===== src/rtl/thtc_pkg.sv =====
// Shared types and constants for the thermistor temperature converter.
package thtc_pkg;

  localparam int MUL_A_W = 36;
  localparam int MUL_B_W = 32;
  localparam int MUL_P_W = MUL_A_W + MUL_B_W;
  localparam int DIV_W   = 50;

  localparam logic [1:0] ST_OK   = 2'd0;
  localparam logic [1:0] ST_ZERO = 2'd1;
  localparam logic [1:0] ST_FULL = 2'd2;

  localparam logic [31:0] LN2_Q30 = 32'd744261118;
  localparam logic [23:0] R_MAX   = 24'hFFFFFF;
  localparam logic [19:0] Q_MAX   = 20'd1000000;
  localparam logic signed [15:0] T_MAX = 16'sd30000;
  localparam logic signed [15:0] T_MIN = -16'sd30000;

  typedef struct packed {
    logic             start;
    logic [DIV_W-1:0] dividend;
    logic [DIV_W-1:0] divisor;
  } div_req_t;

endpackage


===== src/rtl/thermistor_temperature_converter_unit.sv =====
// Top level: sample accumulation, register port and conversion sequencer.
// Conversion: after the last sample of a group the sequencer forms the
// numerator, runs two divisions and two log2 passes (a normalise shift and 28
// squarings each) and multiplies for ln, x^2, x^3, B*x and C*x^3. It skips the
// second division when the Steinhart-Hart sum is not positive, and all of these
// for a zero or full-scale sum; the result may then wait on the output register.
// Throughput: one sample per cycle between conversions; no sample is taken
// while a conversion runs. Synchronous reset loads the register reset values
// and clears the sum, count and output valid.
module thermistor_temperature_converter_unit
  import thtc_pkg::*;
#(
  parameter int SAMPLE_COUNT = 15,
  parameter int ADC_BITS     = 10
) (
  input  logic               clk,
  input  logic               rst_n,
  input  logic               in_valid,
  output logic               in_stall,
  input  logic [9:0]         in_adc_sample,
  output logic               out_valid,
  input  logic               out_stall,
  output logic signed [15:0] out_temperature_centi_c,
  output logic [23:0]        out_resistance_ohms,
  output logic [1:0]         out_status,
  input  logic               psel,
  input  logic               penable,
  input  logic               pwrite,
  input  logic [3:0]         paddr,
  input  logic [31:0]        pwdata,
  output logic [31:0]        prdata,
  output logic               pready
);

  localparam int CNT_W = $clog2(SAMPLE_COUNT + 1);
  localparam int SUM_W = ADC_BITS + $clog2(SAMPLE_COUNT + 1);
  localparam logic [SUM_W-1:0] FULL = SUM_W'((2 ** ADC_BITS - 1) * SAMPLE_COUNT);
  localparam logic [CNT_W-1:0] LAST = CNT_W'(SAMPLE_COUNT - 1);

  localparam logic [1:0] REG_RS = 2'd0;
  localparam logic [1:0] REG_A  = 2'd1;
  localparam logic [1:0] REG_B  = 2'd2;
  localparam logic [1:0] REG_C  = 2'd3;

  localparam logic [4:0] S_IDLE  = 5'd0;
  localparam logic [4:0] S_CHECK = 5'd1;
  localparam logic [4:0] S_NUM   = 5'd2;
  localparam logic [4:0] S_RDIV0 = 5'd3;
  localparam logic [4:0] S_RDIV  = 5'd4;
  localparam logic [4:0] S_NORM  = 5'd5;
  localparam logic [4:0] S_SQ    = 5'd6;
  localparam logic [4:0] S_SQW   = 5'd7;
  localparam logic [4:0] S_LN    = 5'd8;
  localparam logic [4:0] S_LNW   = 5'd9;
  localparam logic [4:0] S_X2    = 5'd10;
  localparam logic [4:0] S_X2W   = 5'd11;
  localparam logic [4:0] S_X3    = 5'd12;
  localparam logic [4:0] S_X3W   = 5'd13;
  localparam logic [4:0] S_BX    = 5'd14;
  localparam logic [4:0] S_BXW   = 5'd15;
  localparam logic [4:0] S_CX    = 5'd16;
  localparam logic [4:0] S_CXW   = 5'd17;
  localparam logic [4:0] S_TST   = 5'd18;
  localparam logic [4:0] S_TDIV  = 5'd19;
  localparam logic [4:0] S_DONE  = 5'd20;

  logic [23:0] rs_r;
  logic [31:0] coef_a_r, coef_b_r, coef_c_r;
  logic [SUM_W-1:0] sum_r, csum_r, den_r;
  logic [CNT_W-1:0] cnt_r;
  logic [4:0]  state_r;
  logic [41:0] num_r, lx_r;
  logic [5:0]  sh_r, k_r;
  logic [30:0] m_r;
  logic [27:0] frac_r;
  logic [4:0]  it_r;
  logic        logsel_r;
  logic [33:0] l2num_r, mag_r;
  logic        xneg_r;
  logic [29:0] xmag_r;
  logic [35:0] x2_r;
  logic [31:0] x3_r;
  logic signed [49:0] s_r;
  logic [23:0] res_r;
  logic signed [15:0] temp_r;
  logic [1:0]  stat_r;
  logic        out_valid_r;
  logic signed [15:0] out_temp_r;
  logic [23:0] out_res_r;
  logic [1:0]  out_stat_r;

  logic [MUL_A_W-1:0] mul_a;
  logic [MUL_B_W-1:0] mul_b;
  logic [MUL_P_W-1:0] prod_r;
  div_req_t           dreq;
  logic [DIV_W-1:0]   quot;
  logic               div_done;

  logic               in_acc, cfg_wr;
  logic [SUM_W-1:0]   sum_new;
  logic [23:0]        rs_eff;
  logic [31:0]        t_sq;
  logic [27:0]        frac_new;
  logic signed [34:0] l2_diff;
  logic [MUL_P_W-1:0] rnd33, rnd23, rnd31, rnd15;
  logic signed [49:0] bx_s, cx_s;
  logic [19:0]        q20;
  logic signed [20:0] tq;

  assign pready   = 1'b1;
  assign cfg_wr   = psel & penable & pwrite;
  assign in_stall = state_r != S_IDLE;
  assign in_acc   = in_valid & ~in_stall;
  assign sum_new  = sum_r + SUM_W'(ADC_BITS'(in_adc_sample));
  assign rs_eff   = (rs_r == 24'd0) ? 24'd1 : rs_r;

  assign out_valid               = out_valid_r;
  assign out_temperature_centi_c = out_temp_r;
  assign out_resistance_ohms     = out_res_r;
  assign out_status              = out_stat_r;

  always_comb begin
    unique case (paddr[3:2])
      REG_RS:  prdata = {8'd0, rs_r};
      REG_A:   prdata = coef_a_r;
      REG_B:   prdata = coef_b_r;
      default: prdata = coef_c_r;
    endcase
  end

  // operand selection for the shared multiplier
  always_comb begin
    mul_a = '0;
    mul_b = '0;
    unique case (state_r)
      S_CHECK: begin mul_a = MUL_A_W'(rs_eff);   mul_b = MUL_B_W'(csum_r); end
      S_SQ:    begin mul_a = MUL_A_W'(m_r);      mul_b = MUL_B_W'(m_r);    end
      S_LN:    begin mul_a = MUL_A_W'(mag_r);    mul_b = LN2_Q30;          end
      S_X2:    begin mul_a = MUL_A_W'(xmag_r);   mul_b = MUL_B_W'(xmag_r); end
      S_X3:    begin mul_a = x2_r;               mul_b = MUL_B_W'(xmag_r); end
      S_BX:    begin mul_a = MUL_A_W'(coef_b_r); mul_b = MUL_B_W'(xmag_r); end
      S_CX:    begin mul_a = MUL_A_W'(x3_r);     mul_b = coef_c_r;         end
      default: begin mul_a = '0;                 mul_b = '0;               end
    endcase
  end

  always_comb begin
    dreq.start    = 1'b0;
    dreq.dividend = '0;
    dreq.divisor  = '0;
    if (state_r == S_RDIV0) begin
      dreq.start    = 1'b1;
      dreq.dividend = DIV_W'({num_r, 1'b0}) + DIV_W'(den_r);
      dreq.divisor  = DIV_W'({den_r, 1'b0});
    end else if (state_r == S_TST && !s_r[49] && s_r != 50'sd0) begin
      dreq.start    = 1'b1;
      dreq.dividend = (DIV_W'(200) << 40) + DIV_W'(s_r);
      dreq.divisor  = {s_r[48:0], 1'b0};
    end
  end

  assign t_sq     = prod_r[61:30];
  assign frac_new = {frac_r[26:0], t_sq[31]};
  assign l2_diff  = $signed({1'b0, l2num_r}) - $signed({1'b0, k_r, frac_new});
  assign rnd33    = prod_r + (MUL_P_W'(1) << 33);
  assign rnd23    = prod_r + (MUL_P_W'(1) << 23);
  assign rnd31    = prod_r + (MUL_P_W'(1) << 31);
  assign rnd15    = prod_r + (MUL_P_W'(1) << 15);
  assign bx_s     = xneg_r ? -$signed(50'(rnd23[61:24])) : $signed(50'(rnd23[61:24]));
  assign cx_s     = xneg_r ? -$signed(50'(rnd15[63:16])) : $signed(50'(rnd15[63:16]));
  assign q20      = (quot > DIV_W'(Q_MAX)) ? Q_MAX : quot[19:0];
  assign tq       = $signed({1'b0, q20}) - 21'sd27315;

  thtc_mul u_mul (
    .clk (clk),
    .a   (mul_a),
    .b   (mul_b),
    .p_r (prod_r)
  );

  thtc_div u_div (
    .clk    (clk),
    .rst_n  (rst_n),
    .req    (dreq),
    .quot_r (quot),
    .done_r (div_done)
  );

  always_ff @(posedge clk) begin
    if (!rst_n) begin
      rs_r     <= 24'd15300;
      coef_a_r <= 32'd998765346;
      coef_b_r <= 32'd273797624;
      coef_c_r <= 32'd214152;
    end else if (cfg_wr) begin
      unique case (paddr[3:2])
        REG_RS:  rs_r     <= pwdata[23:0];
        REG_A:   coef_a_r <= pwdata;
        REG_B:   coef_b_r <= pwdata;
        default: coef_c_r <= pwdata;
      endcase
    end
  end

  always_ff @(posedge clk) begin
    if (!rst_n) begin
      state_r     <= S_IDLE;
      sum_r       <= '0;
      cnt_r       <= '0;
      out_valid_r <= 1'b0;
    end else begin
      if (out_valid_r && !out_stall && state_r != S_DONE)
        out_valid_r <= 1'b0;
      unique case (state_r)
        S_IDLE: begin
          if (in_acc) begin
            if (cnt_r == LAST) begin
              csum_r  <= sum_new;
              sum_r   <= '0;
              cnt_r   <= '0;
              state_r <= S_CHECK;
            end else begin
              sum_r <= sum_new;
              cnt_r <= cnt_r + 1'b1;
            end
          end
        end
        S_CHECK: begin
          temp_r <= 16'sd0;
          if (csum_r == '0) begin
            stat_r  <= ST_ZERO;
            res_r   <= 24'd0;
            state_r <= S_DONE;
          end else if (csum_r >= FULL) begin
            stat_r  <= ST_FULL;
            res_r   <= R_MAX;
            state_r <= S_DONE;
          end else begin
            stat_r  <= ST_OK;
            state_r <= S_NUM;
          end
        end
        S_NUM: begin
          num_r   <= prod_r[41:0];
          den_r   <= FULL - csum_r;
          state_r <= S_RDIV0;
        end
        S_RDIV0: state_r <= S_RDIV;
        S_RDIV: begin
          if (div_done) begin
            res_r    <= (quot > DIV_W'(R_MAX)) ? R_MAX : quot[23:0];
            lx_r     <= num_r;
            sh_r     <= '0;
            logsel_r <= 1'b0;
            state_r  <= S_NORM;
          end
        end
        S_NORM: begin
          if (lx_r[41]) begin
            m_r     <= lx_r[41:11];
            k_r     <= 6'd41 - sh_r;
            frac_r  <= '0;
            it_r    <= '0;
            state_r <= S_SQ;
          end else begin
            lx_r <= {lx_r[40:0], 1'b0};
            sh_r <= sh_r + 1'b1;
          end
        end
        S_SQ: state_r <= S_SQW;
        S_SQW: begin
          // mantissa squared in Q1.30; an overflow past 2 gives a one bit
          m_r    <= t_sq[31] ? t_sq[31:1] : t_sq[30:0];
          frac_r <= frac_new;
          it_r   <= it_r + 1'b1;
          if (it_r == 5'd27) begin
            if (!logsel_r) begin
              l2num_r  <= {k_r, frac_new};
              lx_r     <= 42'(den_r);
              sh_r     <= '0;
              logsel_r <= 1'b1;
              state_r  <= S_NORM;
            end else begin
              xneg_r  <= l2_diff[34];
              mag_r   <= l2_diff[34] ? 34'(-l2_diff) : l2_diff[33:0];
              state_r <= S_LN;
            end
          end else begin
            state_r <= S_SQ;
          end
        end
        S_LN:  state_r <= S_LNW;
        S_LNW: begin
          xmag_r  <= rnd33[63:34];
          state_r <= S_X2;
        end
        S_X2:  state_r <= S_X2W;
        S_X2W: begin
          x2_r    <= 36'(rnd23[58:24]);
          state_r <= S_X3;
        end
        S_X3:  state_r <= S_X3W;
        S_X3W: begin
          x3_r    <= rnd31[63:32];
          state_r <= S_BX;
        end
        S_BX:  state_r <= S_BXW;
        S_BXW: begin
          s_r     <= $signed(50'(coef_a_r)) + bx_s;
          state_r <= S_CX;
        end
        S_CX:  state_r <= S_CXW;
        S_CXW: begin
          s_r     <= s_r + cx_s;
          state_r <= S_TST;
        end
        S_TST: begin
          if (s_r[49] || s_r == 50'sd0) begin
            temp_r  <= T_MAX;
            state_r <= S_DONE;
          end else begin
            state_r <= S_TDIV;
          end
        end
        S_TDIV: begin
          if (div_done) begin
            if (tq > 21'(T_MAX))
              temp_r <= T_MAX;
            else if (tq < 21'(T_MIN))
              temp_r <= T_MIN;
            else
              temp_r <= tq[15:0];
            state_r <= S_DONE;
          end
        end
        S_DONE: begin
          if (!out_valid_r || !out_stall) begin
            out_valid_r <= 1'b1;
            out_temp_r  <= temp_r;
            out_res_r   <= res_r;
            out_stat_r  <= stat_r;
            state_r     <= S_IDLE;
          end
        end
        default: state_r <= S_IDLE;
      endcase
    end
  end

  a_zero_fields: assert property (@(posedge clk) disable iff (!rst_n)
    (out_valid_r && out_stat_r == ST_ZERO) |-> (out_res_r == 24'd0 && out_temp_r == 16'sd0))
    else $error("zero-sum item carries non-zero fields");

  a_full_fields: assert property (@(posedge clk) disable iff (!rst_n)
    (out_valid_r && out_stat_r == ST_FULL) |-> (out_res_r == R_MAX && out_temp_r == 16'sd0))
    else $error("full-scale item carries wrong fields");

  a_temp_range: assert property (@(posedge clk) disable iff (!rst_n)
    out_valid_r |-> (out_temp_r <= T_MAX && out_temp_r >= T_MIN))
    else $error("temperature outside saturation range");

  a_count_range: assert property (@(posedge clk) disable iff (!rst_n)
    cnt_r <= LAST)
    else $error("sample count overran the group size");

  a_group_start: assert property (@(posedge clk) disable iff (!rst_n)
    (in_acc && cnt_r == LAST) |=> (state_r == S_CHECK && sum_r == '0))
    else $error("last sample of a group did not start a conversion");

endmodule


===== src/rtl/thtc_mul.sv =====
// Shared unsigned multiplier with registered product.
module thtc_mul
  import thtc_pkg::*;
(
  input  logic               clk,
  input  logic [MUL_A_W-1:0] a,
  input  logic [MUL_B_W-1:0] b,
  output logic [MUL_P_W-1:0] p_r
);

  always_ff @(posedge clk) begin
    p_r <= MUL_P_W'(a) * MUL_P_W'(b);
  end

endmodule


===== src/rtl/thtc_div.sv =====
// Restoring divider, one quotient bit per cycle.
module thtc_div
  import thtc_pkg::*;
(
  input  logic             clk,
  input  logic             rst_n,
  input  div_req_t         req,
  output logic [DIV_W-1:0] quot_r,
  output logic             done_r
);

  localparam int CNT_W = $clog2(DIV_W + 1);

  logic [DIV_W:0]   rem_r;
  logic [DIV_W-1:0] dsr_r;
  logic [CNT_W-1:0] cnt_r;
  logic             busy_r;
  logic [DIV_W:0]   rem_sh;
  logic             fits;

  assign rem_sh = {rem_r[DIV_W-1:0], quot_r[DIV_W-1]};
  assign fits   = rem_sh >= {1'b0, dsr_r};

  always_ff @(posedge clk) begin
    if (!rst_n) begin
      busy_r <= 1'b0;
      done_r <= 1'b0;
      cnt_r  <= '0;
    end else begin
      done_r <= 1'b0;
      if (req.start) begin
        busy_r <= 1'b1;
        cnt_r  <= CNT_W'(DIV_W);
        rem_r  <= '0;
        quot_r <= req.dividend;
        dsr_r  <= req.divisor;
      end else if (busy_r) begin
        rem_r  <= fits ? rem_sh - {1'b0, dsr_r} : rem_sh;
        quot_r <= {quot_r[DIV_W-2:0], fits};
        cnt_r  <= cnt_r - 1'b1;
        if (cnt_r == CNT_W'(1)) begin
          busy_r <= 1'b0;
          done_r <= 1'b1;
        end
      end
    end
  end

endmodule

===== config.mk =====
export PLATFORM = sky130hd
export DESIGN_NAME = thermistor_temperature_converter_unit
export DESIGN_NICKNAME = d
export VERILOG_FILES = /design/src/rtl/thtc_pkg.sv /design/src/rtl/thermistor_temperature_converter_unit.sv /design/src/rtl/thtc_mul.sv /design/src/rtl/thtc_div.sv
export SDC_FILE = /design/constraint.sdc
export NUM_CORES = 2
export LEC_CHECK = 0
export ABC_AREA = 1
export BUFFER_PORTS_ARGS = -buffer_cell sky130_fd_sc_hd__buf_4
export CAP_MARGIN = 30
export CORE_ASPECT_RATIO = 1.4
export CORE_UTILIZATION = 60
export DETAILED_ROUTE_END_ITERATION = 10
export PLACE_DENSITY = 0.87
export REMOVE_ABC_BUFFERS = 1
export SETUP_SLACK_MARGIN = 0.15
export SKIP_CTS_REPAIR_TIMING = 1
export SKIP_LAST_GASP = 1
export SLEW_MARGIN = 40
export SYNTH_ARGS = -nofsm -noshare
export SYNTH_HDL_FRONTEND = slang
export SYNTH_SLANG_ARGS = --single-unit

===== constraint.sdc =====
create_clock -name clk -period 10.3 [get_ports clk]
set_input_delay 3.09 -clock clk [delete_from_list [all_inputs] [get_ports clk]]
set_output_delay 3.09 -clock clk [all_outputs]
set_load 0.05 [all_outputs]

==> reports/results.ini <==
[run_status]
run_status=finished clean

[timing]
timing.fmax_ghz=0.101
skew_ns=0.0275
slew_viol_final=0
slew_headroom_pct=32.4
timing.setup.tns_ns=0
rsz0062_at_grt=false
fin_crit_sh_pct=96.2
period_needed_ns=9.91
holdWs_ns=0.410
setup_violations=0
hold_viol=0
worstMarginPinSlew_ns=1.01

[routing]
drt_iter0_markers=8200
drt-total-wl_mm=359
vias=80000
drt.antenna.violating_nets=0
wl_per_cell_um=27.4
via_per_inst=6.12
remaining_drc_errors=0
drt_pass1_iterations=9

[grt]
grt_overflow_total=0
grt_first_pass_wirelength_mm=520
antenna_found_initial=27
grtUsageTotal_pct=49.5
grt_max_degree=124
grt_pass1_vias=82400

[floorplanning]
die_w_um=324
die_area_um2=147000
io_pins=130
die_y_um=453
coreArea_um2=144000
start_util_pct=60.3
rows=165

[logic_synthesis]
synth_area_um2=87100
postSynthAreaPerCell_um2=8.06
yosysSeqAreaShare_pct=26.9
async_flop_share_pct=0
ys_ff_latch=853
synth_ff_type=edfxtp_1
syn_inst=10800
ys_warn_count=0
synth_cell_types=67
synth-edff-count=637

[critical_path]
cp_max_fo=21
cp_top_family=adder cells
critPathKind=reg -> reg
path_buf_inv=13
cp.arrival_ns=10.55
slowest_delay_ns=0.60
start_kind=register
path_common_cell=inv_1
endpoint_kind=register
critPathSlowestCell=fa_1
required_ns=10.94

[flow_run]
cap_viol_max_count=0

[cts]
cts.clk_slew.worst_paths_ns=0.07
clock_latency_ns=0.73
root_buffer=clkbuf_16
cts_buffers=80
htreeDepth=3
cts_tree=yes
cts.sinks=853
clk_path_buf_depth=3

[finish]
layout.nets=12600
drive_gt1_share_pct=7.38
areaGrowthSynthToFinish_pct=10.1
utilization_pct=66.4

[placement]
globalplace.congestion=1.14
portBuffers=126
dp_hpwl_mm=288

[pwr]
p_sw_w=0.00279
p_per_area_nw_per_um2=90.3
vdd_drop_max_uv=145
p_comb_share_pct=20.3
power_frac_seq_pct=43.4
internal-power_w=0.00587
p_sw_share_pct=32.2
p_clk_share_pct=36.3
leakage_nw=47.4

[hold_path]
hold_class=reg -> reg

-- power by group through the flow --
stage / Sequential (W) / Combinational, W / Clock, W
finish: 0.00376 / 0.00175 / 0.00315
global route: 0.00375 / 0.00187 / 0.00325
CTS: 0.00375 / 0.00168 / 0.00313
detailed placement: 0.00383 / 0.00167 / 0
global placement: 0.00382 / 0.00164 / 0
floorplan: 0.00379 / 0.00101 / 0
-- sequential cells by signal (all words and copies together) (netlist names), 24 cells and up --
register             count
u_mul.p_r               64
u_div.dsr_r             49
u_div.rem_r             50
x3_r                    32
x2_r                    35
coef_c_r                32
lx_r                    42
num_r                   42
out_resistance_ohms     24
s_r                     50
coef_a_r                32
frac_r                  27
res_r                   24
mag_r                   34
m_r                     31
xmag_r                  30
l2num_r                 34
u_div.quot_r            50
rs_r                    24
coef_b_r                32
-- routing by layer --
| layer | part of all wire (%) | global-route usage [%] | up-vias |
|---|---|---|---|
| li1 | - | - | 34400 |
| met1 | 30 | 48.3 | 38100 |
| met2 | 47 | 80.7 | 5394 |
| met3 | 9.3 | 12.4 | 2106 |
| met4 | 14 | 55.4 | 10 |
| met5 | 0.021 | 0 | - |
-- worst reg2reg max path: cells and delay by family (launching register included) --
family | cells | cell delay [ns]
AOI/OAI and AO/OA | 8 | 1.96
and+or+nand+nor | 8 | 1.01
xor gates and xnor gates | 1 | 0.19
buffers and inverters | 13 | 1.61
DFF | 1 | 0.35
adders and majority gates | 9 | 4.71
-- layout make-up --
cell class	count	area [um2]
multi-input cells	7331	54100
fillers	11700	48500
flip-flops and latches	853	23500
inverters	2269	8530
repair buffers	548	4670
well taps	1920	2400
clock buffers	100	2150
clock inverters	48	514
diodes	14	35.0
-- cell families after synthesis --
logic type               after synthesis  synth area share [%]
AO/OA/AOI/OAI                       1496                  9.96
XOR/XNOR                             407                  4.11
adder cells (fa/ha/maj)             1437                  29.2
buffers and inverters               2624                  11.3
flip-flops                           853                  26.9
multiplexers                           1                0.0115
other                                  1               0.00431
AND/OR/NAND/NOR                     3988                  18.4
-- layout by cell type, fill, tap and decap left out, drive strengths merged, types with 6 or more instances in the layout --
| cell | n |
|---|---|
| nand2 | 2339 |
| inv | 2239 |
| nor2 | 1114 |
| fa | 990 |
| edfxtp | 637 |
| a21oi | 568 |
| buf | 547 |
| o21ai | 512 |
| ha | 447 |
| xor2 | 300 |
| nand3 | 260 |
| dfxtp | 216 |
| xnor2 | 107 |
| clkbuf | 101 |
| nor3 | 93 |
| a31oi | 79 |
| nand4 | 75 |
| clkinv | 61 |
| o221ai | 58 |
| nor4 | 54 |
| o211ai | 48 |
| a221oi | 40 |
| o21a | 31 |
| o2111ai | 24 |
| a21boi | 22 |
| o21bai | 20 |
| o22ai | 20 |
| a22o | 18 |
| nand3b | 18 |
| diode | 14 |
| or2 | 12 |
| clkinvlp | 11 |
| a211oi | 10 |
| and2 | 10 |
| a21o | 9 |
| o31ai | 7 |
| a221o | 7 |
| and3 | 6 |
| a22oi | 6 |
| bufinv | 6 |
-- synth_stat cells (all sizes together) (22+ instances only) --
master | n | share of area, %
xor2 | 300 | 3.0
o221ai | 58 | 0.58
o2111ai | 24 | 0.24
a221oi | 40 | 0.40
nand3 | 260 | 1.5
o211ai | 48 | 0.41
edfxtp | 637 | 22
nand4 | 75 | 0.54
xnor2 | 107 | 1.1
inv | 2234 | 9.6
o21a | 31 | 0.27
nor3 | 93 | 0.61
nand2 | 2339 | 10
clkinv | 35 | 0.15
a21oi | 568 | 3.3
ha | 447 | 6.4
nor2 | 1114 | 4.9
buf | 39 | 0.19
fa | 990 | 23
nor4 | 54 | 0.39
dfxtp | 216 | 5.0
o21ai | 512 | 3.0
a31oi | 79 | 0.57
clkbuf | 316 | 1.4
a21boi | 22 | 0.19
-- worst paths after layout --
check,from,to,slack (ns),cells past startpoint
worst max register to register,state_r[2]$_SDFFE_PN0P_,u_mul.p_r[62]$_DFF_P_,0.39,39
worst min register to register,u_mul.p_r[4]$_DFF_P_,num_r[4]$_DFFE_PP_,0.41,0
worst max-delay path,state_r[2]$_SDFFE_PN0P_,u_mul.p_r[62]$_DFF_P_,0.39,39
worst min-delay path,u_mul.p_r[4]$_DFF_P_,num_r[4]$_DFFE_PP_,0.41,0
-- metrics by stage --
| step | cells | area (um2) | power, W | setup WS (ns) |
|---|---|---|---|---|
| final | 13100 | 95800 | 0.00866 | 0.393 |
| after global routing | 13100 | 95800 | 0.00887 | 0.219 |
| after CTS | 13100 | 95700 | 0.00856 | 0.576 |
| after detailed placement | 12900 | 93000 | 0.00550 | 0.615 |
| after global placement | 12900 | 92800 | 0.00547 | 0.751 |
| after floorplan | 10500 | 85700 | 0.00481 | 0.360 |
Note: power is estimated with default switching activity, not from simulation.
